[src/hw/rtl/anfs_pkg.sv]
// ----------------------------------------------------------------------------
// anfs_pkg: shared types and constants
// Request structs and NAL codes for the Annex B start-code splitter.
// ----------------------------------------------------------------------------
package anfs_pkg;

  // start code pattern as seen in the three-byte history
  localparam logic [23:0] START_CODE   = 24'h000001;
  // history value after reset, never matches a start code
  localparam logic [23:0] HISTORY_INIT = 24'hffffff;
  // distance from the current byte back to the start code's first byte
  localparam int unsigned START_CODE_LEN = 3;
  localparam int unsigned OUT_WIDTH      = 32;

  // NAL unit types that close the open unit
  localparam logic [4:0] NAL_SLICE = 5'd1;
  localparam logic [4:0] NAL_IDR   = 5'd5;
  localparam logic [4:0] NAL_SPS   = 5'd7;
  localparam logic [4:0] NAL_PPS   = 5'd8;

  // input request: one stream byte
  typedef struct packed {
    logic [7:0] data_byte;
    logic       end_of_stream;
  } in_t;

  // output request: one closed unit
  typedef struct packed {
    logic [OUT_WIDTH-1:0] frame_offset;
    logic [OUT_WIDTH-1:0] frame_length;
    logic [4:0]           next_unit_type;
  } out_t;

endpackage

[src/hw/rtl/anfs_core.sv]
// ----------------------------------------------------------------------------
// anfs_core: start-code detection and unit tracking
// Holds history, position and open-unit state; flags a closed unit per byte.
// ----------------------------------------------------------------------------
module anfs_core #(
  parameter int unsigned POSITION_WIDTH = 32
) (
  input  logic          clk_i,
  input  logic          rst_ni,
  input  logic          step_i,
  input  anfs_pkg::in_t item_i,
  output logic          hit_o,
  output anfs_pkg::out_t result_o
);
  import anfs_pkg::*;

  logic [23:0]               history_q, history_d;
  logic [POSITION_WIDTH-1:0] position_q, position_d;
  logic [POSITION_WIDTH-1:0] start_q, start_d;
  logic                      open_q, open_d;

  logic                      match;
  logic                      closes;
  logic [POSITION_WIDTH-1:0] boundary;
  logic [POSITION_WIDTH-1:0] length;
  logic [4:0]                nal_type;

  // start code seen in the three bytes before this one
  assign nal_type = item_i.data_byte[4:0];
  assign match    = (history_q == START_CODE) &&
                    (position_q >= POSITION_WIDTH'(START_CODE_LEN));
  assign boundary = position_q - POSITION_WIDTH'(START_CODE_LEN);
  assign closes   = nal_type inside {NAL_SLICE, NAL_IDR, NAL_SPS, NAL_PPS};
  assign length   = (boundary >= start_q) ? (boundary - start_q) : '0;
  assign hit_o    = step_i && match && open_q && closes;

  // result fields carry the low bits of the positions
  generate
    if (POSITION_WIDTH >= OUT_WIDTH) begin : g_trunc
      assign result_o.frame_offset = start_q[OUT_WIDTH-1:0];
      assign result_o.frame_length = length[OUT_WIDTH-1:0];
    end else begin : g_ext
      assign result_o.frame_offset = {{(OUT_WIDTH-POSITION_WIDTH){1'b0}}, start_q};
      assign result_o.frame_length = {{(OUT_WIDTH-POSITION_WIDTH){1'b0}}, length};
    end
  endgenerate
  assign result_o.next_unit_type = nal_type;

  // next state for one byte
  always_comb begin
    history_d  = history_q;
    position_d = position_q;
    start_d    = start_q;
    open_d     = open_q;
    if (step_i) begin
      if (match && !open_q) begin
        open_d  = 1'b1;
        start_d = boundary;
      end else if (match && closes) begin
        start_d = boundary;
      end
      history_d = {history_q[15:0], item_i.data_byte};
      // position saturates at the top of its range
      if (position_q != '1) begin
        position_d = position_q + POSITION_WIDTH'(1);
      end
      if (item_i.end_of_stream) begin
        history_d  = HISTORY_INIT;
        position_d = '0;
        start_d    = '0;
        open_d     = 1'b0;
      end
    end
  end

  // state registers
  always_ff @(posedge clk_i or negedge rst_ni) begin
    if (!rst_ni) begin
      history_q  <= HISTORY_INIT;
      position_q <= '0;
      start_q    <= '0;
      open_q     <= 1'b0;
    end else begin
      history_q  <= history_d;
      position_q <= position_d;
      start_q    <= start_d;
      open_q     <= open_d;
    end
  end

endmodule

[src/hw/rtl/annexb_nal_frame_splitter_top.sv]
// ----------------------------------------------------------------------------
// annexb_nal_frame_splitter_top: Annex B NAL unit splitter
// Reports offset, length and closing type of each unit in a byte stream.
// ----------------------------------------------------------------------------
// One byte is accepted per cycle, every cycle, as long as the result register
// is empty or being drained in the same cycle. Start-code detection, the
// position subtraction and the unit bookkeeping all settle within the cycle
// that takes the byte; a closed unit appears in the result register on the
// next cycle. A unit is closed by a start code whose NAL type is 1, 5, 7 or
// 8; other start codes stay inside the open unit, and the last unit of a
// stream is not reported. A byte marked end_of_stream is processed normally
// and then clears all state. Positions stop counting at their maximum value.
module annexb_nal_frame_splitter_top #(
  parameter int unsigned POSITION_WIDTH = 32
) (
  input  logic           clk_i,
  input  logic           rst_ni,
  input  logic           in_valid_i,
  output logic           in_ready_o,
  input  anfs_pkg::in_t  in_data_i,
  output logic           out_valid_o,
  input  logic           out_ready_i,
  output anfs_pkg::out_t out_data_o
);
  import anfs_pkg::*;

  logic accept;
  logic hit;
  out_t result;
  logic out_valid_q, out_valid_d;
  out_t out_data_q;

  // take a byte when the result slot is free or draining
  assign in_ready_o = !out_valid_q || out_ready_i;
  assign accept     = in_valid_i && in_ready_o;

  anfs_core #(
    .POSITION_WIDTH(POSITION_WIDTH)
  ) u_core (
    .clk_i   (clk_i),
    .rst_ni  (rst_ni),
    .step_i  (accept),
    .item_i  (in_data_i),
    .hit_o   (hit),
    .result_o(result)
  );

  // result valid tracking
  always_comb begin
    if (accept) begin
      out_valid_d = hit;
    end else begin
      out_valid_d = out_valid_q && !out_ready_i;
    end
  end

  always_ff @(posedge clk_i or negedge rst_ni) begin
    if (!rst_ni) begin
      out_valid_q <= 1'b0;
    end else begin
      out_valid_q <= out_valid_d;
    end
  end

  // result payload
  always_ff @(posedge clk_i) begin
    if (accept && hit) begin
      out_data_q <= result;
    end
  end

  assign out_valid_o = out_valid_q;
  assign out_data_o  = out_data_q;

endmodule

[config.mk]
export PLATFORM = sky130hd
export DESIGN_NAME = annexb_nal_frame_splitter_top
export DESIGN_NICKNAME = d
export VERILOG_FILES = /design/src/hw/rtl/anfs_pkg.sv /design/src/hw/rtl/anfs_core.sv /design/src/hw/rtl/annexb_nal_frame_splitter_top.sv
export SDC_FILE = /design/constraint.sdc
export NUM_CORES = 1
export LEC_CHECK = 0
export BUFFER_PORTS_ARGS = -buffer_cell sky130_fd_sc_hd__buf_4
export CAP_MARGIN = 20
export CORE_ASPECT_RATIO = 0.9
export CORE_UTILIZATION = 30
export DETAILED_ROUTE_END_ITERATION = 10
export MAX_ROUTING_LAYER = met4
export SLEW_MARGIN = 10
export SYNTH_ARGS = -nofsm -noshare
export SYNTH_HDL_FRONTEND = slang
export SYNTH_SLANG_ARGS = --single-unit
[constraint.sdc]
create_clock -name clk_i -period 6.9 [get_ports clk_i]
set_input_delay 0 -clock clk_i [delete_from_list [all_inputs] [get_ports clk_i]]
set_output_delay 0 -clock clk_i [all_outputs]
set_load 0.01 [all_outputs]
==> results.sh, run 1 <==
export IMPL_antenna_violations_before_repair=0
export IMPL_drt_drc=0
export IMPL_ctsLongestPathBuffers=2
export IMPL_wirelength_met1_um=10000
export IMPL_power_density_cell_area_mw_per_mm2=265
export IMPL_postCtsSetupBuffers=0
export IMPL_synthTopCellsByArea="edfxtp_1 24%, dfrtp_1 19%, dfstp_2 7.3%, nor2_1 5.8%, ha_1 4.8%"
export IMPL_fin_clk_skew_ns=0.0138
export IMPL_clkTransAtPathRegs_ns=0.07
export IMPL_p_sw_uw=908
export IMPL_power_sequential_fraction_pct=39.2
export IMPL_detailed_place_area_mm2=0.00959
export IMPL_clkSinkCount=159
export IMPL_antenna_cells=0
export IMPL_critPathLaunchType="flop"
export IMPL_final_net_count=988
export IMPL_synthDistinctLibCells=59
export IMPL_grt_pass1_wl_um=33100
export IMPL_gp_weighted_congestion=0.889
export IMPL_ioPinCount=84
export IMPL_synth_common_cells="133 x nor2_1, 69 x edfxtp_1, 66 x dfrtp_1"
export IMPL_rsz0062_at_grt="false"
export IMPL_cts_tree="done"
export IMPL_synth_top_area_cell="edfxtp_1"
export IMPL_place_ws_ns=1.81
export IMPL_synth_nets=920
export IMPL_yosysWarningCount=0
export IMPL_filler_cell_count=2858
export IMPL_clk_root_buffer_cell="clkbuf_16"
export IMPL_timing_max_slew_rel_slack_pct=36.3
export IMPL_synth_async_reset_ratio_pct=56.6
export IMPL_dr_wl_met2_um=9390
export IMPL_top_signal_layer_used="met4"
export IMPL_number_of_input_and_output_port_buffers_inserted=83
export IMPL_irDropWorstVdd_mv=0.162
export IMPL_htree_num_levels=4
export IMPL_antenna_violating_nets_post_route=0
export IMPL_synthCells=873
export IMPL_main_synth_ff_type="edfxtp_1"
export IMPL_synthesis_area_mm2=0.00864
export IMPL_vias=6638
export IMPL_clock_latency_ns=0.44
export IMPL_grt_max_degree=70
export IMPL_critPathMaxFanout=24
export IMPL_die_height_um=163
export IMPL_finalWorstPathRequiredPeriod_ns=5.12
export IMPL_detail_route_vias_per_cell=5.05
export IMPL_worst_slew_pin_slew_ns=0.956
export IMPL_post_synth_top_area_fraction_pct=24.0
export IMPL_globalRouteTotalUtil_pct=14.7
export IMPL_met3WireLength_um=932
export IMPL_max_cap_violations=0
export IMPL_seq_area_frac_synth_pct=50.4
export IMPL_layout_overhead_on_the_synthesized_area_pct=18.9
export IMPL_die_width_um=181
export IMPL_cp_end_kind="flop"
export IMPL_report_final_setup_viol=0
export IMPL_type_of_the_tightest_min_delay_check="in2async"
export IMPL_clock_power_share_pct=34.9
export IMPL_timing_critical_path_required_ns=7.09
export IMPL_floorplan_core_area_mm2=0.0282
export IMPL_class_of_the_most_critical_setup_path="reg2reg"
export IMPL_regToRegSetupSlack_ns=1.78
export IMPL_cellInternalPower_uw=1810
export IMPL_first_pass_iters=5
export IMPL_synthesis_stage_register_bit_count=159
export IMPL_finish_instance_area_mm2=0.0103
export IMPL_report_final_hold_viol_count=0
export IMPL_totalNegativeSetupSlack_ns=0
export IMPL_share_comb_of_total_power_pct=26.0
export IMPL_power_leakage_uw=0.00413
export IMPL_yosysMostFrequentCell="nor2_1"
export IMPL_grt_overflow_total=0
export IMPL_drv_slew=0
export IMPL_r2r_end="out_data_o[12]"
export IMPL_status="completed"
export IMPL_multi_input_area_mm2=0.00395
export IMPL_regArea_mm2=0.00435
export IMPL_rr_startpoint="u_core.position_q[5]"
export IMPL_layout_drive_gt1_share_pct=16.5
export IMPL_synthesis_area_per_instance_um2=9.90
export IMPL_die_area_mm2=0.0295
export IMPL_power_switching_fraction_pct=33.4
export IMPL_period_share_pct=74.3
export IMPL_numCtsBuffers=17
export IMPL_synth_edff_count=69
export IMPL_critPathArrivalTime_ns=5.31
export IMPL_wirelength_um=20500
export IMPL_first_global_vias=6299
export IMPL_initial_utilization_pct=30.7
export IMPL_max_clock_freq_mhz=195
export IMPL_dp_hpwl_um=14300
export IMPL_route_detailed_wl_per_inst_um=15.6
export IMPL_num_rows=58
export IMPL_postLayoutSetupSlackWorst_ns=1.78
export IMPL_worstRegToRegCells=16
export IMPL_dr_first_iter_drc_count=515
-- worst max-delay path: stages (launching register included) --
cell and delay [ns]:
dfrtp_1 0.47, nor4_1 0.56, nand4b_1 0.28, or3_1 0.42
or2_2 0.35, nor3_1 0.23, xor2_1 0.24, ha_1 0.35
a211oi_1 0.27, nor2_1 0.07, nor2_1 0.13, o21ai_0 0.09
a21oi_1 0.22, nand3_1 0.13, a31oi_2 0.47, buf_4 0.37
and3b_1 0.21
-- kinds of logic (layout without fill, tap and decap cells) --
kind of cell / count (synthesis) / in the layout / synth area share, %
xor+xnor: 78 / 78 / 7.90
mux: 6 / 6 / 0.753
simple gates: 323 / 323 / 19.1
compound gates: 180 / 180 / 12.7
fa+ha+maj: 34 / 34 / 5.01
buf+inv: 93 / 174 / 4.17
flops: 159 / 159 / 50.4
-- stage by stage --
stage	hold WS [ns]	power (µW)	utilization (%)	std cells
floorplan	-0.296	1610	-	873
global placement	-0.0639	1780	34.0	1272
detailed placement	-0.0615	1790	34.0	1272
CTS	0.0103	2750	36.5	1314
global route	0.0200	2880	36.5	1314
finish	0.00702	2720	36.5	1314
-- power by group through the flow --
stage / Sequential (µW) / Clock (µW) / Combinational (µW)
after detailed placement: 1080 / 0 / 701
after floorplan: 1080 / 0 / 532
after global placement: 1080 / 0 / 696
after CTS: 1070 / 973 / 708
final: 1070 / 949 / 706
after global routing: 1070 / 1010 / 793
-- what timing repair did --
| item | in CTS | in global routing |
|---|---|---|
| hold buffers | 10 | 0 |
| endpoints found under the hold margin | 40 | 0 |
| resized for setup | 0 | 0 |
-- cell type report --
type,instances,area share (%)
Multi-Input combinational cell,621,38.4
Tap cell,360,4.38
Inverter,42,1.53
Clock inverter,15,1.60
Timing Repair Buffer,100,7.55
Sequential cell,159,42.4
Clock buffer,17,4.14
-- sequential cells by signal, indices dropped and copies added (netlist names) --
register / flops
out_data_o: 69
u_core.position_q: 32
u_core.start_q: 32
u_core.history_q: 24
out_valid_o: 1
u_core.open_q: 1
-- layer usage --
metal  track usage [%]  up-vias
met2              22.7      160
li1                  -     3257
met1              19.8     3207
met5                 -        -
met3              3.08       14
met4              3.58        0
-- worst max-delay path by stage --
stage                                startpoint              to  slack [ns]  depth (start not counted)
after floorplan           u_core.position_q[13]  out_data_o[32]        2.32                         19
after global placement    u_core.position_q[15]  out_data_o[12]        1.92                         16
after detailed placement   u_core.position_q[0]  out_data_o[30]        1.81                         13
after CTS                 u_core.position_q[15]  out_data_o[12]        1.80                         16
after global routing       u_core.position_q[0]  out_data_o[30]        1.47                         13
final                      u_core.position_q[5]  out_data_o[12]        1.78                         16
-- placed cells by master (no fill, tap or decap), types with 5 or more instances in the layout --
cell type | synthesis | layout
nor3_1 | 15 | 15
a21oi_1 | 55 | 55
clkbuf_16 | 0 | 17
nand4b_1 | 30 | 30
inv_6 | 0 | 5
inv_1 | 42 | 41
dlygate4sd3_1 | 0 | 10
a21o_1 | 20 | 20
nor2_1 | 133 | 133
xnor2_1 | 32 | 32
nand4_1 | 12 | 12
dfstp_2 | 24 | 24
ha_1 | 33 | 33
nand2_1 | 38 | 38
a31oi_1 | 7 | 6
o211ai_1 | 6 | 6
edfxtp_1 | 69 | 69
nor4_1 | 14 | 14
dfrtp_1 | 66 | 66
buf_4 | 0 | 90
xor2_1 | 46 | 46
nand2b_1 | 8 | 8
o21ai_1 | 30 | 30
or3_1 | 12 | 12
a211oi_1 | 7 | 7
and3_1 | 10 | 10
o21ai_0 | 24 | 23
nand3_1 | 27 | 27
(Power assumes the default switching activity.)
==> run 2, diff against run 1 <==
--- a/config.mk
+++ b/config.mk
@@ -5,6 +5,7 @@
 export SDC_FILE = /design/constraint.sdc
 export NUM_CORES = 1
 export LEC_CHECK = 0
+export ABC_AREA = 1
 export BUFFER_PORTS_ARGS = -buffer_cell sky130_fd_sc_hd__buf_4
 export CAP_MARGIN = 20
 export CORE_ASPECT_RATIO = 0.9
==> constraint.sdc (replaced) <==
create_clock -name clk_i -period 4.7 [get_ports clk_i]
set_input_delay 0 -clock clk_i [delete_from_list [all_inputs] [get_ports clk_i]]
set_output_delay 0 -clock clk_i [all_outputs]
set_load 0.01 [all_outputs]
==> run 2 against run 1 <==
  * Clock skew increased by 0.0015 ns
  * Non-clock buffer count decreased by 1
  * First-iteration DRC count increased by 14%
  * Register-to-register slack got worse by 0.70 ns
  * Worst hold slack improved by 0.092 ns
  * Worst setup slack got worse by 0.70 ns
  * Critical path type unchanged
==> results.sh, run 2 <==
export IMPL_status="completed"
export IMPL_drt_drc=0
export IMPL_cp_end_kind="flop"
export IMPL_synth_top_family_by_area="simple AND/OR/NAND/NOR gates"
export IMPL_max_clock_freq_mhz=276
export IMPL_clkSinkCount=159
export IMPL_seq_area_frac_synth_pct=40.3
export IMPL_number_of_input_and_output_port_buffers_inserted=83
export IMPL_synth_common_cells="505 x nand2_1, 280 x inv_1, 208 x nor2_1"
export IMPL_synth_top_area_cell="edfxtp_1"
export IMPL_mostFrequentLayoutCells="505 x nand2_1, 280 x inv_1, 207 x nor2_1"
export IMPL_timing_critical_path_required_ns=4.88
export IMPL_layout_drive_gt1_share_pct=10.7
export IMPL_clk_root_buffer_cell="clkbuf_16"
export IMPL_floorplan_core_area_mm2=0.0353
export IMPL_post_cts_resized_instances=0
export IMPL_synthDistinctLibCells=39
export IMPL_clock_latency_ns=0.44
export IMPL_timing_hold_worst_start="in_valid_i"
export IMPL_detail_route_vias_per_cell=4.58
export IMPL_layout_overhead_on_the_synthesized_area_pct=15.7
export IMPL_vias=9761
export IMPL_critPathMaxFanout=18
export IMPL_worst_hold_stages=4
export IMPL_initial_utilization_pct=30.6
export IMPL_critPathLaunchType="flop"
export IMPL_report_final_hold_viol_count=0
export IMPL_power_uw=4560
export IMPL_main_synth_ff_type="edfxtp_1"
export IMPL_irDropWorstVdd_mv=0.219
export IMPL_synth_edff_count=69
export IMPL_class_of_the_most_critical_setup_path="reg2reg"
export IMPL_grt_pass1_wl_um=49600
export IMPL_filler_cell_count=3831
export IMPL_die_width_um=202
export IMPL_ctsLongestPathBuffers=2
export IMPL_largest_reg_flops=69
export IMPL_type_of_the_tightest_min_delay_check="in2reg"
export IMPL_power_leakage_uw=0.00626
export IMPL_synth_nets=1620
export IMPL_rr_startpoint="u_core.position_q[0]"
export IMPL_clkTransAtPathRegs_ns=0.07
export IMPL_die_area_mm2=0.0368
export IMPL_timing_max_slew_rel_slack_pct=43.6
export IMPL_synthTopCellsByArea="edfxtp_1 19%, nand2_1 18%, dfrtp_1 15%, inv_1 9.7%, nor2_1 7.2%"
export IMPL_most_common_library_cell_in_the_layout_ignoring_fill_and_taps="nand2_1"
export IMPL_cts_tree="done"
export IMPL_first_global_vias=9369
export IMPL_grt_max_degree=70
export IMPL_wirelength_um=30600
export IMPL_worst_slew_pin_slew_ns=0.847
export IMPL_die_height_um=182
export IMPL_route_detailed_wl_per_inst_um=14.4
export IMPL_critPathArrivalTime_ns=3.80
export IMPL_synthesis_stage_register_bit_count=159
export IMPL_htree_num_levels=4
export IMPL_antenna_violations_before_repair=0
export IMPL_worstRegToRegCells=18
export IMPL_synthesis_area_per_instance_um2=6.88
export IMPL_globalRouteTotalUtil_pct=17.6
export IMPL_ioPinCount=84
export IMPL_gp_weighted_congestion=0.975
export IMPL_finalHoldWorstSlack_ns=0.0995
export IMPL_numCtsBuffers=17
export IMPL_dp_hpwl_um=24000
export IMPL_synth_compound_gate_area_share_pct=5.31
export IMPL_power_density_cell_area_mw_per_mm2=364
export IMPL_finalWorstPathRequiredPeriod_ns=3.62
export IMPL_r2r_end="out_data_o[7]"
export IMPL_final_net_count=1695
export IMPL_grt_overflow_total=0
export IMPL_first_pass_iters=5
export IMPL_regToRegSetupSlack_ns=1.08
export IMPL_post_synth_xor_area_fraction_pct=3.16
export IMPL_yosysMostFrequentCell="nand2_1"
export IMPL_synthesis_area_mm2=0.0108
export IMPL_num_rows=65
export IMPL_period_share_pct=77.0
export IMPL_report_final_setup_viol=0
export IMPL_fin_clk_skew_ns=0.0152
export IMPL_totalNegativeSetupSlack_ns=0
export IMPL_synth_simple_gate_area_share_pct=35.0
export IMPL_antenna_cells=0
export IMPL_yosys_mux_area_fraction_pct=0
export IMPL_drv_slew=0
export IMPL_worstHoldEndpoint="u_core.history_q[7]"
export IMPL_synthCells=1573
export IMPL_fraction_of_the_mapped_netlist_area_in_adder_cells_pct=4.00
export IMPL_rsz0062_at_grt="false"
export IMPL_synth_async_reset_ratio_pct=56.6
export IMPL_yosysWarningCount=0
export IMPL_dr_first_iter_drc_count=587
export IMPL_post_synth_top_area_fraction_pct=19.2
export IMPL_antenna_violating_nets_post_route=0
export IMPL_max_cap_violations=0
==> run 2: changes by cell type after synthesis, moves of 31 or more <==
cell / delta
inv_1: +238
nand2_1: +467
nand3_1: +59
nand4_1: +39
nor2_1: +75
o21ai_0: +32
xnor2_1: -31
==> run 2: area by class of cell <==
class | count | area [µm²] | share of cell area (%)
Tap cell | 469 | 587 | 4.69
Multi-Input combinational cell | 1082 | 5140 | 41.1
Timing Repair Buffer | 99 | 768 | 6.14
Clock buffer | 20 | 457 | 3.65
Sequential cell | 159 | 4350 | 34.8
Clock inverter | 12 | 124 | 0.990
Inverter | 289 | 1080 | 8.67
==> run 2: report_power, final <==
part	switching, µW	internal, µW
logic	1000	504
registers	69.3	1600
clock network	608	771
total	1680	2880
==> run 2: worst max-delay path, stage by stage, from the launching register on <==
cell and delay, ns:
dfrtp_1 0.46, ha_1 0.32, inv_2 0.10, nand3_1 0.11, nor2_1 0.27, nand2_1 0.16, xor2_1 0.26, inv_1 0.07
ha_1 0.35, nand2_1 0.12, inv_1 0.05, nand2_1 0.06, nand2_1 0.08, a21oi_1 0.19, nand3_1 0.12, nand2_1 0.08
nand2_2 0.21, inv_2 0.27, nor2_1 0.07
==> run 2: cell families after synthesis <==
logic type,after synthesis
flops,159
compound gates,110
buf+inv,332
fa+ha+maj,34
simple gates,899
xor+xnor,39
==> run 2: how the worst max path moves through the flow <==
stage                               from        endpoint  slack (ns)
finish              u_core.position_q[0]   out_data_o[7]        1.08
global route        u_core.position_q[0]  out_data_o[11]        0.64
CTS                 u_core.position_q[0]   out_data_o[7]        1.03
detailed placement  u_core.position_q[0]   out_data_o[7]        1.04
floorplan           u_core.position_q[0]   out_data_o[0]        0.99
global placement    u_core.position_q[0]  out_data_o[22]        1.15
==> run 2: routing by layer <==
metal	wire length, µm	vias to the layer above	share of wire (%)	GRT usage (%)
li1	-	5041	-	-
met3	988	51	3.2	2.36
met5	0	-	0	-
met4	907	0	3.0	6.29
met2	14100	207	46	28.4
met1	14600	4462	48	22.7
==> run 2: stage by stage <==
| stage | instance area (µm²) | setup slack [ns] | util [%] | instances |
|---|---|---|---|---|
| 5_1_grt | 12500 | 0.641 | 35.5 | 2130 |
| 3_3_place_gp | 11800 | 1.15 | 33.5 | 2088 |
| 2_1_floorplan | 10800 | 0.988 | - | 1573 |
| 6_report | 12500 | 1.08 | 35.5 | 2130 |
| 4_1_cts | 12500 | 1.03 | 35.5 | 2130 |
| 3_5_place_dp | 11800 | 1.04 | 33.5 | 2088 |
==> run 2: timing repair <==
item | in CTS | in global routing
hold buffers | 10 | 0
buffers inserted | 0 | 0
endpoints found under the hold margin | 54 | 0
==> run 3, diff against run 2 <==
==> constraint.sdc (replaced) <==
create_clock -name clk_i -period 3.8 [get_ports clk_i]
set_input_delay 0 -clock clk_i [delete_from_list [all_inputs] [get_ports clk_i]]
set_output_delay 0 -clock clk_i [all_outputs]
set_load 0.01 [all_outputs]
==> run 3 against run 2 <==
  * First-iteration DRC count is 9.5% higher
  * Non-clock buffer count is 19 higher
  * Clock skew is 0.00092 ns lower
  * Sequential cell count stayed put
  * Design area is 1.8% higher
  * Sequential share of layout area is 0.61 points lower
  * Combinational power is 26% higher
  * Critical endpoint is now out_data_o[28]
  * Largest cell class unchanged
==> results.sh, run 3 (same netlist as run 2, synthesis figures left out) <==
export IMPL_status="completed"
export IMPL_first_global_vias=9628
export IMPL_cp_end_kind="flop"
export IMPL_dr_first_iter_drc_count=643
export IMPL_class_of_the_most_critical_setup_path="reg2reg"
export IMPL_num_rows=65
export IMPL_antenna_violating_nets_post_route=0
export IMPL_critPathArrivalTime_ns=3.66
export IMPL_critPathMaxFanout=13
export IMPL_place_detailed_instances=2106
export IMPL_postCtsSetupBuffers=0
export IMPL_timing_critical_path_required_ns=4.00
export IMPL_numCtsBuffers=17
export IMPL_clkSinkCount=159
export IMPL_drv_slew=0
export IMPL_period_share_pct=91.1
export IMPL_rsz0062_at_grt="false"
export IMPL_clock_latency_ns=0.45
export IMPL_grt_overflow_total=0
export IMPL_critPathLaunchType="flop"
export IMPL_grt_pass1_wl_um=50700
export IMPL_route_detailed_wl_per_inst_um=14.5
export IMPL_largest_reg_flops=69
export IMPL_finalWorstPathRequiredPeriod_ns=3.46
export IMPL_wirelength_um=31200
export IMPL_filler_cell_count=3783
export IMPL_clkTransAtPathRegs_ns=0.07
export IMPL_type_of_the_tightest_min_delay_check="in2reg"
export IMPL_power_uw=5760
export IMPL_most_common_library_cell_in_the_layout_ignoring_fill_and_taps="nand2_1"
export IMPL_timing_max_slew_rel_slack_pct=46.0
export IMPL_power_leakage_uw=0.00638
export IMPL_report_final_setup_viol=0
export IMPL_number_of_input_and_output_port_buffers_inserted=83
export IMPL_totalNegativeSetupSlack_ns=0
export IMPL_drt_drc=0
export IMPL_layout_drive_gt1_share_pct=11.9
export IMPL_die_width_um=202
export IMPL_antenna_violations_before_repair=0
export IMPL_antenna_cells=0
export IMPL_fin_cells=2149
export IMPL_mostFrequentLayoutCells="505 x nand2_1, 280 x inv_1, 205 x nor2_1"
export IMPL_vias=9860
export IMPL_ioPinCount=84
export IMPL_worst_slew_pin_slew_ns=0.810
export IMPL_first_pass_iters=5
export IMPL_grt_max_degree=62
export IMPL_floorplan_core_area_mm2=0.0353
export IMPL_fin_clk_skew_ns=0.0143
export IMPL_htree_num_levels=4
export IMPL_report_final_hold_viol_count=0
export IMPL_ctsLongestPathBuffers=2
export IMPL_cts_tree="done"
export IMPL_detail_route_vias_per_cell=4.59
export IMPL_max_clock_freq_mhz=289
export IMPL_power_density_cell_area_mw_per_mm2=452
export IMPL_globalRouteTotalUtil_pct=18.0
export IMPL_clk_root_buffer_cell="clkbuf_16"
export IMPL_gp_weighted_congestion=0.920
export IMPL_dp_hpwl_um=24700
export IMPL_max_cap_violations=0
export IMPL_final_net_count=1714
export IMPL_die_height_um=182
export IMPL_initial_utilization_pct=30.6
export IMPL_layout_overhead_on_the_synthesized_area_pct=17.8
export IMPL_die_area_mm2=0.0368
export IMPL_irDropWorstVdd_mv=0.236
run 3: path summary, 6_finish.rpt:
path	slack (ns)	startpoint	cells after the start	endpoint
setup / recovery	0.34	u_core.position_q[0]	21	out_data_o[28]
hold / removal	0.07	in_valid_i	4	u_core.history_q[7]
setup reg to reg	0.34	u_core.position_q[0]	21	out_data_o[28]
hold reg to reg	0.50	u_core.start_q[15]	0	out_data_o[52]
max in group asynchronous	2.68	rst_ni	3	u_core.start_q[15]
min in group asynchronous	0.19	rst_ni	2	u_core.position_q[16]
run 3: critical path, cell delays in order, from the launching register on:
cell and delay [ns]:
dfrtp_1 0.47, ha_1 0.32, inv_2 0.10, nand2_1 0.11
nor2_4 0.17, nand2_2 0.11, nor2_1 0.20, nand3_1 0.11
nand2_1 0.11, inv_1 0.05, ha_1 0.33, nand2_1 0.13
inv_1 0.05, nand2_1 0.06, nand2_1 0.07, a21oi_2 0.16
nor2_1 0.06, nor2_1 0.16, nand2_4 0.15, buf_4 0.19
nand2_1 0.06, inv_1 0.04
run 3: area by class of cell:
class	instances	area (µm²)	area share (%)
clock buffer	21	526	4.12
clock inverter	11	101	0.795
inverter	289	1090	8.53
multi-input combinational	1082	5160	40.5
sequential	159	4350	34.2
tap	469	587	4.61
timing repair buffer	118	926	7.27
run 3: repair_timing:
action	CTS	global route
endpoints found under the setup margin	0	22
hold buffers	11	0
hold endpoints to repair	51	0
gates resized for setup	0	6
run 3: per-layer routing:
layer / wire length [µm] / share of wire [%] / global-route usage (%)
met1: 14700 / 47 / 23.1
met2: 14600 / 47 / 29.3
met3: 1170 / 3.7 / 2.45
met4: 687 / 2.2 / 5.95
met5: 0 / 0 / -
run 3: report_power, final:
part           leakage [µW]  switching [µW]  internal [µW]
Combinational       0.00432            1250            638
Sequential          0.00175            90.2           1980
Clock              0.000312             783           1020
Total               0.00638            2120           3640
run 3: stage by stage:
| stage | hold slack, ns | utilization, % | instance area (µm²) | setup WS (ns) |
|---|---|---|---|---|
| after detailed placement | 0.147 | 33.9 | 12000 | 0.243 |
| after CTS | 0.0790 | 36.0 | 12700 | 0.237 |
| after floorplan | -0.296 | - | 10800 | 0.0880 |
| after global routing | 0.121 | 36.1 | 12700 | 0.0367 |
| after global placement | 0.148 | 33.9 | 12000 | 0.381 |
| final | 0.0741 | 36.1 | 12700 | 0.339 |
